### config.mk
export PLATFORM = sky130hd
export DESIGN_NAME = i2c_target_setting_bank_core
export DESIGN_NICKNAME = d
export VERILOG_FILES = /design/src/rtl/i2c_tsb_pkg.sv /design/src/rtl/i2c_target_setting_bank_core.sv
export SDC_FILE = /design/constraint.sdc
export NUM_CORES = 1
export LEC_CHECK = 0
export ABC_CLOCK_PERIOD_IN_PS = 4600
export BUFFER_PORTS_ARGS = -buffer_cell sky130_fd_sc_hd__buf_2
export CAP_MARGIN = 10
export CORE_MARGIN = 1.5
export CORE_UTILIZATION = 30
export CTS_BUF_LIST = sky130_fd_sc_hd__clkbuf_8 sky130_fd_sc_hd__clkbuf_16
export CTS_CLUSTER_DIAMETER = 60
export DETAILED_ROUTE_END_ITERATION = 6
export PLACE_DENSITY = 0.44
export SYNTH_ARGS = -nofsm -noshare
export SYNTH_HDL_FRONTEND = slang
export SYNTH_SLANG_ARGS = --single-unit
### constraint.sdc
create_clock -name clk -period 4.6 [get_ports clk]
set_input_delay 0.92 -clock clk [delete_from_list [all_inputs] [get_ports clk]]
set_output_delay 0.92 -clock clk [all_outputs]
set_load 0.005 [all_outputs]
### src/rtl/i2c_tsb_pkg.sv
// shared types and constants of the i2c target setting bank
`timescale 1ns / 1ps

package i2c_tsb_pkg;

  // default sizes
  localparam int BANK_DEPTH_DEF  = 9;
  localparam int WRITE_SLOTS_DEF = 7;

  // fixed field widths
  localparam int FUNC_W  = 3;
  localparam int DATA_W  = 8;
  localparam int LIDX_W  = 4;
  localparam int CMD_W   = 2;
  localparam int PIDX_W  = 3;
  localparam int PVAL_W  = 10;
  localparam int EADDR_W = 3;
  localparam int SLOT_W  = 3;

  // configuration reset values
  localparam logic [DATA_W-1:0] MAX_DUTY_RST = 8'd255;
  localparam logic [DATA_W-1:0] TEMP_LIM_RST = 8'd250;

  // offset parameter is published as byte minus this bias
  localparam logic [PVAL_W-1:0] OFFSET_BIAS = 10'd127;

  typedef enum logic [0:0] {
    CFG_MAX_DUTY = 1'b0,
    CFG_TEMP_LIM = 1'b1
  } cfg_idx_t;

  typedef enum logic [FUNC_W-1:0] {
    FUNC_ADDR_MATCH = 3'd0,
    FUNC_STOP       = 3'd1,
    FUNC_WRITE      = 3'd2,
    FUNC_READ       = 3'd3,
    FUNC_LOCAL_WR   = 3'd4
  } func_t;

  typedef enum logic [CMD_W-1:0] {
    CMD_ACK      = 2'd0,
    CMD_COMPLETE = 2'd1,
    CMD_NACK     = 2'd2,
    CMD_NOACT    = 2'd3
  } cmd_t;

  // write slots
  localparam logic [SLOT_W-1:0] SLOT_SETPOINT = 3'd1;
  localparam logic [SLOT_W-1:0] SLOT_MAX_DUTY = 3'd2;
  localparam logic [SLOT_W-1:0] SLOT_DEF_TEMP = 3'd3;
  localparam logic [SLOT_W-1:0] SLOT_IDLE_SEC = 3'd4;
  localparam logic [SLOT_W-1:0] SLOT_OFF_MIN  = 3'd5;
  localparam logic [SLOT_W-1:0] SLOT_OFFSET   = 3'd6;

  // bank entries fed by the write slots
  localparam logic [LIDX_W-1:0] BANK_SETPOINT = 4'd3;
  localparam logic [LIDX_W-1:0] BANK_MAX_DUTY = 4'd4;
  localparam logic [LIDX_W-1:0] BANK_DEF_TEMP = 4'd5;
  localparam logic [LIDX_W-1:0] BANK_IDLE_SEC = 4'd6;
  localparam logic [LIDX_W-1:0] BANK_OFF_MIN  = 4'd7;
  localparam logic [LIDX_W-1:0] BANK_OFFSET   = 4'd8;

  // live parameter indexes
  localparam logic [PIDX_W-1:0] PAR_SETPOINT = 3'd0;
  localparam logic [PIDX_W-1:0] PAR_MAX_DUTY = 3'd1;
  localparam logic [PIDX_W-1:0] PAR_IDLE_SEC = 3'd2;
  localparam logic [PIDX_W-1:0] PAR_OFF_MIN  = 3'd3;
  localparam logic [PIDX_W-1:0] PAR_OFFSET   = 3'd4;

  // eeprom addresses
  localparam logic [EADDR_W-1:0] EE_MAX_DUTY = 3'd1;
  localparam logic [EADDR_W-1:0] EE_DEF_TEMP = 3'd2;
  localparam logic [EADDR_W-1:0] EE_IDLE_SEC = 3'd3;
  localparam logic [EADDR_W-1:0] EE_OFF_MIN  = 3'd4;
  localparam logic [EADDR_W-1:0] EE_OFFSET   = 3'd5;

endpackage

### src/rtl/i2c_target_setting_bank_core.sv
// i2c target transaction logic for a setting and status bank
//
// usage: one bus event per input transaction (address match, stop, byte
// written by the controller, byte requested by the controller, local bank
// write). every event gives exactly one result transaction carrying the
// bus command, an optional byte to transmit, an optional live parameter
// update and an optional eeprom store request.
// the event lands in an input register, then the write and read counters
// and the bank are updated while the result is loaded into the output
// register. throughput is one event per cycle unless the receiver stalls.
// the user must write the limit registers on the cfg_ port only while idle;
// the block itself does not enforce it. reset (rst_n low, synchronous)
// clears both counters, the whole bank and the valid bits of both pipeline
// registers, and loads the limit defaults. when the receiver stalls, the
// result holds and one more event can still sit in the input register;
// in_stall rises only when both are full.
`timescale 1ns / 1ps

module i2c_target_setting_bank_core #(
  parameter int BANK_DEPTH  = i2c_tsb_pkg::BANK_DEPTH_DEF,
  parameter int WRITE_SLOTS = i2c_tsb_pkg::WRITE_SLOTS_DEF
) (
  input  logic                                  clk,
  input  logic                                  rst_n,
  input  logic                                  cfg_we,
  input  logic                                  cfg_index,
  input  logic [i2c_tsb_pkg::DATA_W-1:0]        cfg_wdata,
  input  logic                                  in_valid,
  output logic                                  in_stall,
  input  logic [i2c_tsb_pkg::FUNC_W-1:0]        in_func,
  input  logic [i2c_tsb_pkg::DATA_W-1:0]        in_data,
  input  logic                                  in_master_nack,
  input  logic [i2c_tsb_pkg::LIDX_W-1:0]        in_local_index,
  output logic                                  out_valid,
  input  logic                                  out_stall,
  output logic [i2c_tsb_pkg::CMD_W-1:0]         out_bus_command,
  output logic                                  out_tx_valid,
  output logic [i2c_tsb_pkg::DATA_W-1:0]        out_tx_data,
  output logic                                  out_param_valid,
  output logic [i2c_tsb_pkg::PIDX_W-1:0]        out_param_index,
  output logic signed [i2c_tsb_pkg::PVAL_W-1:0] out_param_value,
  output logic                                  out_eeprom_valid,
  output logic [i2c_tsb_pkg::EADDR_W-1:0]       out_eeprom_addr,
  output logic [i2c_tsb_pkg::DATA_W-1:0]        out_eeprom_data
);
  import i2c_tsb_pkg::*;

  localparam int WC_W = $clog2(WRITE_SLOTS + 1);
  localparam int RC_W = $clog2(BANK_DEPTH + 1);
  localparam int BI_W = $clog2(BANK_DEPTH);

  // limit registers
  logic [DATA_W-1:0] max_duty_r;
  logic [DATA_W-1:0] temp_lim_r;

  always_ff @(posedge clk) begin
    if (!rst_n) begin
      max_duty_r <= MAX_DUTY_RST;
      temp_lim_r <= TEMP_LIM_RST;
    end else if (cfg_we) begin
      unique case (cfg_idx_t'(cfg_index))
        CFG_MAX_DUTY: max_duty_r <= cfg_wdata;
        CFG_TEMP_LIM: temp_lim_r <= cfg_wdata;
      endcase
    end
  end

  // input register
  logic              s1_vld_r;
  logic [FUNC_W-1:0] s1_func_r;
  logic [DATA_W-1:0] s1_data_r;
  logic              s1_nack_r;
  logic [LIDX_W-1:0] s1_lidx_r;

  logic out_vld_r;
  logic out_free;
  logic advance;

  assign out_free = !out_vld_r || !out_stall;
  assign advance  = s1_vld_r && out_free;
  assign in_stall = s1_vld_r && !out_free;

  always_ff @(posedge clk) begin
    if (!rst_n) begin
      s1_vld_r <= 1'b0;
    end else if (!in_stall) begin
      s1_vld_r <= in_valid;
    end
  end

  always_ff @(posedge clk) begin
    if (in_valid && !in_stall) begin
      s1_func_r <= in_func;
      s1_data_r <= in_data;
      s1_nack_r <= in_master_nack;
      s1_lidx_r <= in_local_index;
    end
  end

  // transaction state
  logic [WC_W-1:0]   wr_cnt_r, wr_cnt_nxt;
  logic [RC_W-1:0]   rd_cnt_r, rd_cnt_nxt;
  logic [DATA_W-1:0] bank_r   [BANK_DEPTH];
  logic [DATA_W-1:0] bank_nxt [BANK_DEPTH];

  // event decode
  logic                bank_we;
  logic [LIDX_W-1:0]   bank_widx;
  logic [SLOT_W-1:0]   slot;
  logic [CMD_W-1:0]    cmd_nxt;
  logic                txv_nxt;
  logic [DATA_W-1:0]   txd_nxt;
  logic                pv_nxt;
  logic [PIDX_W-1:0]   pi_nxt;
  logic [PVAL_W-1:0]   pval_nxt;
  logic                ev_nxt;
  logic [EADDR_W-1:0]  ea_nxt;
  logic [DATA_W-1:0]   ed_nxt;

  assign slot = SLOT_W'(wr_cnt_r);

  always_comb begin
    cmd_nxt    = CMD_NOACT;
    txv_nxt    = 1'b0;
    txd_nxt    = '0;
    pv_nxt     = 1'b0;
    pi_nxt     = '0;
    pval_nxt   = '0;
    ev_nxt     = 1'b0;
    ea_nxt     = '0;
    ed_nxt     = '0;
    wr_cnt_nxt = wr_cnt_r;
    rd_cnt_nxt = rd_cnt_r;
    bank_we    = 1'b0;
    bank_widx  = '0;
    unique case (s1_func_r)
      FUNC_ADDR_MATCH: begin
        cmd_nxt = CMD_ACK;
      end
      FUNC_STOP: begin
        cmd_nxt    = CMD_COMPLETE;
        wr_cnt_nxt = '0;
        rd_cnt_nxt = '0;
      end
      FUNC_WRITE: begin
        if (wr_cnt_r < WC_W'(WRITE_SLOTS)) begin
          cmd_nxt    = CMD_ACK;
          wr_cnt_nxt = wr_cnt_r + 1'b1;
          // rejected bytes are still acked and still use their slot
          unique case (slot)
            SLOT_SETPOINT: begin
              if (s1_data_r <= temp_lim_r) begin
                bank_we   = 1'b1;
                bank_widx = BANK_SETPOINT;
                pv_nxt    = 1'b1;
                pi_nxt    = PAR_SETPOINT;
                pval_nxt  = {1'b0, s1_data_r, 1'b0};
              end
            end
            SLOT_MAX_DUTY: begin
              if (s1_data_r < max_duty_r) begin
                bank_we   = 1'b1;
                bank_widx = BANK_MAX_DUTY;
                pv_nxt    = 1'b1;
                pi_nxt    = PAR_MAX_DUTY;
                pval_nxt  = PVAL_W'(s1_data_r);
                ev_nxt    = 1'b1;
                ea_nxt    = EE_MAX_DUTY;
                ed_nxt    = s1_data_r;
              end
            end
            SLOT_DEF_TEMP: begin
              if (s1_data_r <= temp_lim_r) begin
                bank_we   = 1'b1;
                bank_widx = BANK_DEF_TEMP;
                ev_nxt    = 1'b1;
                ea_nxt    = EE_DEF_TEMP;
                ed_nxt    = s1_data_r;
              end
            end
            SLOT_IDLE_SEC: begin
              bank_we   = 1'b1;
              bank_widx = BANK_IDLE_SEC;
              pv_nxt    = 1'b1;
              pi_nxt    = PAR_IDLE_SEC;
              pval_nxt  = PVAL_W'(s1_data_r);
              ev_nxt    = 1'b1;
              ea_nxt    = EE_IDLE_SEC;
              ed_nxt    = s1_data_r;
            end
            SLOT_OFF_MIN: begin
              bank_we   = 1'b1;
              bank_widx = BANK_OFF_MIN;
              pv_nxt    = 1'b1;
              pi_nxt    = PAR_OFF_MIN;
              pval_nxt  = PVAL_W'(s1_data_r);
              ev_nxt    = 1'b1;
              ea_nxt    = EE_OFF_MIN;
              ed_nxt    = s1_data_r;
            end
            SLOT_OFFSET: begin
              bank_we   = 1'b1;
              bank_widx = BANK_OFFSET;
              pv_nxt    = 1'b1;
              pi_nxt    = PAR_OFFSET;
              pval_nxt  = PVAL_W'(s1_data_r) - OFFSET_BIAS;
              ev_nxt    = 1'b1;
              ea_nxt    = EE_OFFSET;
              ed_nxt    = s1_data_r;
            end
            default: begin
              // first byte and any slot past the offset: only counted
            end
          endcase
        end else begin
          cmd_nxt = CMD_NACK;
        end
      end
      FUNC_READ: begin
        priority if (rd_cnt_r != '0 && s1_nack_r) begin
          cmd_nxt = CMD_COMPLETE;
        end else if (rd_cnt_r < RC_W'(BANK_DEPTH)) begin
          cmd_nxt    = CMD_ACK;
          txv_nxt    = 1'b1;
          txd_nxt    = bank_r[rd_cnt_r[BI_W-1:0]];
          rd_cnt_nxt = rd_cnt_r + 1'b1;
        end else begin
          cmd_nxt    = CMD_COMPLETE;
          rd_cnt_nxt = '0;
        end
      end
      FUNC_LOCAL_WR: begin
        bank_we   = 1'b1;
        bank_widx = s1_lidx_r;
      end
      default: begin
      end
    endcase
  end

  // bank entries past the depth are never written
  always_comb begin
    for (int i = 0; i < BANK_DEPTH; i++) begin
      bank_nxt[i] = bank_r[i];
      if (bank_we && bank_widx == LIDX_W'(i)) begin
        bank_nxt[i] = s1_data_r;
      end
    end
  end

  always_ff @(posedge clk) begin
    if (!rst_n) begin
      wr_cnt_r <= '0;
      rd_cnt_r <= '0;
      for (int i = 0; i < BANK_DEPTH; i++) begin
        bank_r[i] <= '0;
      end
    end else if (advance) begin
      wr_cnt_r <= wr_cnt_nxt;
      rd_cnt_r <= rd_cnt_nxt;
      for (int i = 0; i < BANK_DEPTH; i++) begin
        bank_r[i] <= bank_nxt[i];
      end
    end
  end

  // result register
  logic [CMD_W-1:0]   cmd_r;
  logic               txv_r;
  logic [DATA_W-1:0]  txd_r;
  logic               pv_r;
  logic [PIDX_W-1:0]  pi_r;
  logic [PVAL_W-1:0]  pval_r;
  logic               ev_r;
  logic [EADDR_W-1:0] ea_r;
  logic [DATA_W-1:0]  ed_r;

  always_ff @(posedge clk) begin
    if (!rst_n) begin
      out_vld_r <= 1'b0;
    end else if (out_free) begin
      out_vld_r <= s1_vld_r;
    end
  end

  always_ff @(posedge clk) begin
    if (advance) begin
      cmd_r  <= cmd_nxt;
      txv_r  <= txv_nxt;
      txd_r  <= txd_nxt;
      pv_r   <= pv_nxt;
      pi_r   <= pi_nxt;
      pval_r <= pval_nxt;
      ev_r   <= ev_nxt;
      ea_r   <= ea_nxt;
      ed_r   <= ed_nxt;
    end
  end

  assign out_valid        = out_vld_r;
  assign out_bus_command  = cmd_r;
  assign out_tx_valid     = txv_r;
  assign out_tx_data      = txd_r;
  assign out_param_valid  = pv_r;
  assign out_param_index  = pi_r;
  assign out_param_value  = signed'(pval_r);
  assign out_eeprom_valid = ev_r;
  assign out_eeprom_addr  = ea_r;
  assign out_eeprom_data  = ed_r;

endmodule

==> results of run 1 <==
[cell type report]
class                   count  share of cell area, %
clock buffers              17                   5.35
clock inverters            15                   1.54
inverters                  25                   1.18
multi-input cells         314                   29.2
flip-flops and latches    150                   53.5
well taps                 280                   4.41
repair buffers             74                   4.85
[power by group]
| group | internal (mW) | switching [mW] | total [mW] | leakage, nW |
|---|---|---|---|---|
| logic | 0.0627 | 0.0975 | 0.160 | 1.24 |
| registers | 1.52 | 0.0291 | 1.55 | 1.47 |
| clock network | 0.703 | 0.595 | 1.30 | 0.265 |
| total | 2.29 | 0.722 | 3.01 | 2.97 |
[flip-flops by register name (all words and copies together), names as in the netlist, 8 cells and up]
register and count:
bank_r 72, out_param_value 10, max_duty_r 8, out_eeprom_data 8
out_tx_data 8, s1_data_r 8, temp_lim_r 8
[through the flow]
| stage | total power [mW] | instances | hold slack, ns | setup slack, ns |
|---|---|---|---|---|
| CTS | 3.04 | 875 | 0.483 | 1.08 |
| finish | 3.01 | 875 | 0.477 | 1.12 |
| global route | 3.13 | 875 | 0.502 | 0.821 |
| global placement | 1.74 | 843 | 0.466 | 1.13 |
| detailed placement | 1.74 | 843 | 0.473 | 1.09 |
| floorplan | 1.67 | 511 | 0.443 | 1.31 |
[routing by layer]
layer | vias up | global-route usage (%) | share of wire [%]
met4 | 0 | 4.95 | 1.5
met3 | 15 | 3.32 | 3.5
met5 | - | 0 | 0
li1 | 2066 | - | -
met2 | 117 | 23.2 | 48
met1 | 2116 | 18.7 | 47
[cells in the final DEF (no fill, tap or decap), drive strengths merged, types with 3 or more instances in the layout]
cell type | Yosys | routed
inv | 25 | 30
a21boi | 5 | 5
nand3 | 6 | 6
o21a | 3 | 3
a21oi | 31 | 31
ha | 23 | 23
a211oi | 5 | 5
a31oi | 4 | 4
clkbuf | 17 | 17
nor3b | 4 | 4
a211o | 4 | 4
buf | 5 | 74
mux4 | 16 | 16
nor2 | 42 | 42
nor3 | 6 | 6
and2 | 11 | 11
dfxtp | 25 | 25
a21o | 6 | 6
or3 | 3 | 3
nor2b | 10 | 10
a221oi | 3 | 3
and3 | 4 | 4
nand3b | 3 | 3
o21ai | 27 | 27
nand2b | 6 | 6
clkinv | 0 | 8
nand2 | 48 | 48
o211ai | 18 | 18
edfxtp | 125 | 125
mux2i | 8 | 8
[cell usage after synthesis (2+ instances only)]
master,count
edfxtp_1,125
nand2_1,48
nor2_1,41
a21oi_1,29
dfxtp_1,25
inv_1,25
ha_1,23
o211ai_1,18
clkbuf_1,17
o21ai_0,17
mux4_2,16
and2_1,10
nor2b_1,10
o21ai_1,10
mux2i_1,8
nand2b_1,6
nor3_1,6
a21boi_0,5
a21o_1,5
nand3_1,5
a211o_1,4
a31oi_1,4
a211oi_1,3
a221oi_1,3
and3_1,3
o21a_1,3
a211oi_4,2
a32oi_1,2
buf_2,2
buf_6,2
nand3b_1,2
nand4_1,2
nor3b_1,2
nor3b_4,2
o31a_1,2
or3_1,2
[final timing paths]
kind | start | end | slack, ns
worst max-delay path | s1_data_r[3] | bank_r[4][1] | 1.12
worst min-delay path | temp_lim_r[2] | temp_lim_r[2] | 0.48
worst max register to register | s1_data_r[3] | bank_r[4][1] | 1.12
worst min register to register | temp_lim_r[2] | temp_lim_r[2] | 0.48
[cell families after synthesis]
kind of cell,count (synthesis),synth area share (%)
AO/OA/AOI/OAI,118,12.3
multiplexers,24,6.51
flip-flops,150,62.9
buffers and inverters,47,2.87
adder cells (fa/ha/maj),23,4.25
AND/OR/NAND/NOR,147,10.9
XOR/XNOR,2,0.259
[worst max-delay path: stages (launching register included)]
cell	delay, ns
edfxtp_1	0.58
ha_1	0.41
nand4_1	0.15
o21ai_0	0.32
nand3_1	0.20
a41o_1	0.40
o41ai_2	1.03
==> results.toml, run 1 <==
[die]
fp.dieW_um = 153
core_sq_um = 22000
rows = 54
start_util_pct = 30.8
ioPinCount = 69
fp.dieH_um = 153
dieArea_sq_um = 23500

[sta]
drv_slew = 0
worst_slew_pin_slew_ns = 1.10
setup_violations = 0
relSlewSlack_pct = 26.1
finalCritPeriodShare_pct = 75.6
grt_setup_unrepaired = "no"
finalSetupTns_ns = 0
fmax_mhz = 287
hold_viol = 0
layout_min_cycle_time_ns = 3.48
fin_worst_skew_ns = 0.00858

[detailed_routing]
drtPass1Iterations = 7
wl_per_cell_um = 18.0
num_vias = 4314
routed_wl_um = 15700
drt_iter0_markers = 193
drc = 6
antenna_left = 0
via_per_inst = 4.93

[placement]
hpwl_um = 11000
placed_area_sq_um = 7400
gp_congestion = 0.849
portBuffers = 68

[outcome]
violations = "DRC"
status = "complete, but fails checks"

[cts]
root_buffer = "clkbuf_16"
cts.sinks = 150
cts.reportedPaths.clkPinSlew_ns = 0.07
clock_latency_ns = 0.43
cts_tree = "yes"
cts_hold_buf = 0
post_cts_buffers = 0
cts_htree_levels = 4
cts_resized = 0
clockBufferDepth = 2
cts_made_buffers = 17

[global_route]
track_usage_pct = 14.3
grt_max_degree = 39
grt_pass1_wl_um = 25200
grt_overflow = 0
antenna_found_initial = 0
grt_pass1_vias = 4499

[critical_path]
reg2regPathDepth = 6
cp-end-kind = "flip-flop"
cp_max_fo = 10
cp.arrival_ns = 3.52
cp-start-kind = "flip-flop"
worstSetupPathType = "flip-flop to flip-flop"
required_ns = 4.64

[layout]
antennaDiodeCount = 0
finalInstanceArea_sq_um = 7950
drive_gt1_share_pct = 22.9
areaGrowthSynthToFinish_pct = 17.5
final_core_util_pct = 36.2
ff_latch_area_sq_um = 4250
multi_input_area_sq_um = 2320
fillCellCount = 2127
nets = 635

[logic_synthesis]
yosysSeqAreaShare_pct = 62.9
syn_inst = 511
yosys_warnings = 0
synth_edf_count = 125
synthTopCellsByArea = "edfxtp_1 (55%), dfxtp_1 (7.4%), mux4_2 (5.3%)"
postSynthAreaPerCell_sq_um = 13.2
yosys.area.top_type = "edfxtp_1"
yosysTopAreaCellShare_pct = 55.5
synthArstFlopShare_pct = 0
synth-seq-cells = 150
synth_ff_type = "edfxtp_1"
synth_nets = 564
syn_area_sq_um = 6770
ys_types = 58

[pwr]
ir_worst_vdd_v = 0.000263
power_density_nw_per_um2 = 379
p_leak_nw = 2.97

[worst_hold_path]
hold_path.class = "flip-flop to flip-flop"
hold_depth = 2

[flow_run]
max_cap_violations = 0
Note: power is estimated with default switching activity, not from simulation.
==> inputs of run 2 (changes only) <==
--- a/config.mk
+++ b/config.mk
@@ -5,7 +5,7 @@
 export SDC_FILE = /design/constraint.sdc
 export NUM_CORES = 1
 export LEC_CHECK = 0
-export ABC_CLOCK_PERIOD_IN_PS = 4600
+export ABC_CLOCK_PERIOD_IN_PS = 3530
 export BUFFER_PORTS_ARGS = -buffer_cell sky130_fd_sc_hd__buf_2
 export CAP_MARGIN = 10
 export CORE_MARGIN = 1.5
==> constraint.sdc (replaced) <==
create_clock -name clk -period 3.53 [get_ports clk]
set_input_delay 0.706 -clock clk [delete_from_list [all_inputs] [get_ports clk]]
set_output_delay 0.706 -clock clk [all_outputs]
set_load 0.005 [all_outputs]
==> run 2 against run 1 <==
  * The flow still finishes with violations (DRC)
  * Fmax up 16%
  * Utilization up 0.56 points
  * Largest power group unchanged
  * Via count down 0.23%
  * Die area unchanged
  * Highest routed layer unchanged
  * Power up 31%
  * Hold slack worse by 0.024 ns
  * Critical endpoint is now bank_r[5][4]
==> results.toml, run 2 (synthesis results as in run 1) <==
[sta]
fmax_mhz = 332
worst_slew_pin_slew_ns = 1.00
setup_violations = 0
relSlewSlack_pct = 33.2
hold_viol = 0
fin_worst_skew_ns = 0.0100
finalSetupTns_ns = 0
fin_ws_ns = 0.520
grt_setup_unrepaired = "no"
drv_slew = 0
finalCritPeriodShare_pct = 85.3
layout_min_cycle_time_ns = 3.01

[cts]
cts.reportedPaths.clkPinSlew_ns = 0.07
clock_latency_ns = 0.43
cts_resized = 0
cts_tree = "yes"
cts_htree_levels = 4
post_cts_buffers = 0
clockBufferDepth = 2
root_buffer = "clkbuf_16"
cts.sinks = 150
cts_made_buffers = 17
cts_hold_buf = 0

[critical_path]
critPathSlowestCell = "edfxtp_1"
cp-start-kind = "flip-flop"
reg2regPathDepth = 8
critical_path.cell_chain = "ha_1 -> nand4_1 -> o21ai_0 -> nand3_1 -> a41o_1 -> nand3b_2 -> o21ai_1 -> buf_4"
critPathMaxStageDelay_ns = 0.59
cp.arrival_ns = 3.14
cp_top_family = "compound AO/OA/AOI/OAI gates"
crit_start = "s1_data_r[3]"
r2r_setup_slack_ns = 0.52
r2r-end = "bank_r[5][4]"
timing.rr.start = "s1_data_r[3]"
cp-end-kind = "flip-flop"
cp_num_cells = 8
worstSetupPathType = "flip-flop to flip-flop"
cp_num_buf_inv = 1
required_ns = 3.66
cp_max_fo = 10

[outcome]
status = "complete, but fails checks"
violations = "DRC"

[detailed_routing]
wl_met1_um = 7180
drt_iter0_markers = 253
num_vias = 4304
top_layer_used = "met4"
drc = 2
wl_per_cell_um = 17.8
via_per_inst = 4.84
route.met3.wl_um = 543
routed_wl_um = 15900
drtPass1Iterations = 6
antenna_left = 0
route.met2.wl_um = 7710

[layout]
multi_input_area_sq_um = 2320
layout_commonest_cell = "edfxtp_1"
final_core_util_pct = 36.8
ff_latch_area_sq_um = 4250
nets = 650
largest_reg_flops = 72
drive_gt1_share_pct = 25.0
areaGrowthSynthToFinish_pct = 19.3
fillCellCount = 2096
regMostFlops = "bank_r"
layout_common_cells = "edfxtp_1 (125), buf_2 (68), nand2_1 (48), nor2_1 (41), a21oi_1 (29)"
antennaDiodeCount = 0

[die]
core_sq_um = 22000
ioPinCount = 69
fp.dieH_um = 153
dieArea_sq_um = 23500
fp.dieW_um = 153
rows = 54
start_util_pct = 30.8

[placement]
portBuffers = 68
pre_cts_slack_ns = 0.562
gp_congestion = 0.844
hpwl_um = 11400

[global_route]
track_usage_pct = 14.3
grt_pass1_wl_um = 25300
antenna_found_initial = 0
grt_pass1_vias = 4493
grt_overflow = 0
grt_max_degree = 39

[worst_hold_path]
whs_endpoint = "s1_func_r[2]"
min_from = "in_func[2]"
hold_path.class = "primary input to flip-flop"
hold_depth = 1

[flow_run]
max_cap_violations = 0

[pwr]
power_density_nw_per_um2 = 489
p_leak_nw = 3.05
ir_worst_vdd_v = 0.000339
run 2: layout make-up:
| class | instances | area share (%) |
|---|---|---|
| Clock inverter | 14 | 1.66 |
| Inverter | 25 | 1.16 |
| Timing Repair Buffer | 89 | 6.17 |
| Multi-Input combinational cell | 314 | 28.7 |
| Sequential cell | 150 | 52.7 |
| Clock buffer | 17 | 5.27 |
| Tap cell | 280 | 4.34 |
run 2: worst max path at each step:
| stage | endpoint |
|---|---|
| floorplan | bank_r[4][0] |
| detailed placement | bank_r[5][2] |
| finish | bank_r[5][4] |
| CTS | bank_r[4][4] |
| global route | bank_r[5][4] |
| global placement | bank_r[4][7] |
run 2: metal layers:
metal | vias to the layer above | GRT usage [%]
li1 | 2094 | -
met1 | 2093 | 18.2
met2 | 90 | 23.7
met3 | 27 | 2.64
met4 | 0 | 6.35
met5 | - | 0
run 2: power by group:
part	switching [mW]	internal [mW]
logic	0.129	0.0873
clock network	0.782	0.930
registers	0.0373	1.98
run 2: stage by stage:
| stage | hold slack, ns | power (mW) | cells | instance area (sq um) |
|---|---|---|---|---|
| floorplan | 0.443 | 2.18 | 511 | 6770 |
| global placement | 0.461 | 2.27 | 858 | 7510 |
| detailed placement | 0.477 | 2.28 | 858 | 7510 |
| CTS | 0.432 | 4.00 | 889 | 8070 |
| global route | 0.435 | 4.10 | 889 | 8070 |
| finish | 0.454 | 3.95 | 889 | 8070 |
==> inputs of run 3 (changes only) <==
--- a/config.mk
+++ b/config.mk
@@ -8,12 +8,12 @@
 export ABC_CLOCK_PERIOD_IN_PS = 3530
 export BUFFER_PORTS_ARGS = -buffer_cell sky130_fd_sc_hd__buf_2
 export CAP_MARGIN = 10
-export CORE_MARGIN = 1.5
-export CORE_UTILIZATION = 30
-export CTS_BUF_LIST = sky130_fd_sc_hd__clkbuf_8 sky130_fd_sc_hd__clkbuf_16
+export CORE_MARGIN = 1
+export CORE_UTILIZATION = 50
+export CTS_BUF_LIST = sky130_fd_sc_hd__clkbuf_4
 export CTS_CLUSTER_DIAMETER = 60
 export DETAILED_ROUTE_END_ITERATION = 6
-export PLACE_DENSITY = 0.44
+export PLACE_DENSITY = 0.67
 export SYNTH_ARGS = -nofsm -noshare
 export SYNTH_HDL_FRONTEND = slang
 export SYNTH_SLANG_ARGS = --single-unit
==> run 3 against run 2 <==
  * The run still ends with DRC left
  * Global-route usage grew 7.6 points
  * Hold slack lost 0.14 ns
  * Clock skew grew 0.018 ns
  * Combinational power grew 2%
  * Fmax shrank 2.1%
  * Die area shrank 40%
  * Clock power shrank 41%
  * Highest routed layer unchanged
  * Flip-flop and latch count is the same
  * Critical path depth shrank 1
  * Critical path type unchanged
  * Power shrank 18%
  * First-iteration DRC count grew 21%
==> results.toml, run 3 (synthesis results as in run 1) <==
[placement]
dp.cells = 751
placed_area_sq_um = 7360
hpwl_um = 10100
portBuffers = 68
gp_congestion = 0.888
pre_cts_slack_ns = 0.503

[sta]
setup_violations = 0
layout_min_cycle_time_ns = 3.08
hold_viol = 0
drv_slew = 0
worst_slew_pin_slew_ns = 0.975
finalCritPeriodShare_pct = 87.1
fin_ws_ns = 0.455
finalSetupTns_ns = 0
fmax_mhz = 325
grt_setup_unrepaired = "no"
relSlewSlack_pct = 34.9
fin_worst_skew_ns = 0.0282

[pwr]
combPwrFrac_pct = 6.8
power_frac_clock_pct = 31.1
power_density_nw_per_um2 = 425
ir_worst_vdd_v = 0.000288
power_mw = 3.25
switchingPower_uw = 813
pwr-share-seq_pct = 62.0
p_leak_nw = 2.92
p_sw_share_pct = 25.0
p_int_mw = 2.44

[cts]
cts.reportedPaths.clkPinSlew_ns = 0.14
cts_tree = "yes"
clock_latency_ns = 0.57
post_cts_buffers = 0
clockBufferDepth = 2
cts_htree_levels = 4
root_buffer = "clkbuf_4"
cts_made_buffers = 17
cts.sinks = 150
cts_resized = 0
cts_hold_buf = 0

[detailed_routing]
antenna_left = 0
routed_wl_um = 14400
drt_iter0_markers = 306
wl_per_cell_um = 18.3
num_vias = 4385
drc = 2
via_per_inst = 5.59
drtPass1Iterations = 7

[die]
start_util_pct = 51.1
core_sq_um = 13200
fp.dieW_um = 118
rows = 42
dieArea_sq_um = 14000
ioPinCount = 69
fp.dieH_um = 118

[layout]
areaGrowthSynthToFinish_pct = 12.9
largest_reg_flops = 72
final_cells = 784
nets = 647
layout_commonest_cell = "edfxtp_1"
drive_gt1_share_pct = 24.2
regMostFlops = "bank_r"
layout_common_cells = "edfxtp_1 (125), buf_2 (68), nand2_1 (48), nor2_1 (41), a21oi_1 (29)"
finalInstanceArea_sq_um = 7640

[flow_run]
max_cap_violations = 0

[critical_path]
worstSetupPathType = "flip-flop to flip-flop"
timing.rr.start = "s1_data_r[7]"
crit_end = "bank_r[7][4]"
required_ns = 3.80
cp_num_cells = 7
r2r_setup_slack_ns = 0.45
critical_path.cell_chain = "ha_1 -> and4_1 -> o21ai_0 -> o211ai_1 -> a41o_1 -> a21oi_4 -> nor2_1"
cp-start-kind = "flip-flop"
critPathSlowestCell = "edfxtp_1"
critPathMaxStageDelay_ns = 0.57
cp-end-kind = "flip-flop"
reg2regPathDepth = 7
crit_start = "s1_data_r[7]"
r2r-end = "bank_r[7][4]"
cp_max_fo = 9
cp_num_buf_inv = 0
cp.arrival_ns = 3.34
cp_top_family = "compound AO/OA/AOI/OAI gates"

[worst_hold_path]
hold_path.class = "primary input to flip-flop"

[outcome]
status = "complete, but fails checks"
violations = "DRC"

[global_route]
grt_max_degree = 39
grt_pass1_vias = 4304
grt_pass1_wl_um = 22800
grt_overflow = 0
track_usage_pct = 21.9
antenna_found_initial = 0
run 3: power groups by stage:
stage / logic [mW] / registers (mW) / clock network (mW)
2_1_floorplan: 0.134 / 2.05 / 0
3_3_place_gp: 0.214 / 2.05 / 0
3_5_place_dp: 0.221 / 2.05 / 0
4_1_cts: 0.222 / 2.01 / 1.04
5_1_grt: 0.245 / 2.02 / 1.10
6_report: 0.222 / 2.01 / 1.01
run 3: worst min-delay path by stage:
| stage | from | cells after the start | slack [ns] | end |
|---|---|---|---|---|
| after floorplan | temp_lim_r[2] | 2 | 0.44 | temp_lim_r[2] |
| after global placement | temp_lim_r[2] | 2 | 0.46 | temp_lim_r[2] |
| after detailed placement | temp_lim_r[2] | 2 | 0.50 | temp_lim_r[2] |
| after CTS | in_master_nack | 1 | 0.27 | s1_nack_r |
| after global routing | in_master_nack | 1 | 0.26 | s1_nack_r |
| final | in_master_nack | 1 | 0.31 | s1_nack_r |
run 3: through the flow:
| step | hold WS [ns] | utilization [%] |
|---|---|---|
| after floorplan | 0.443 | - |
| after global placement | 0.456 | 55.6 |
| after detailed placement | 0.497 | 55.6 |
| after CTS | 0.273 | 57.6 |
| after global routing | 0.259 | 57.6 |
| final | 0.314 | 57.7 |
run 3: layout make-up:
class                      count  area, sq um
timing repair buffer          86          475
inverter                      25         93.8
multi-input combinational    314         2320
antenna                        1         2.50
sequential                   150         4250
fill                        1097         5610
tap                          176          220
clock buffer                  17          128
clock inverter                15          145
run 3: routing by layer:
| metal | up-vias | global-route usage (%) | share of wire [%] |
|---|---|---|---|
| li1 | 2089 | - | - |
| met1 | 2128 | 29.5 | 45 |
| met2 | 143 | 34.2 | 47 |
| met3 | 25 | 5.12 | 5.0 |
| met4 | 0 | 9.38 | 2.4 |
| met5 | - | 0 | 0 |
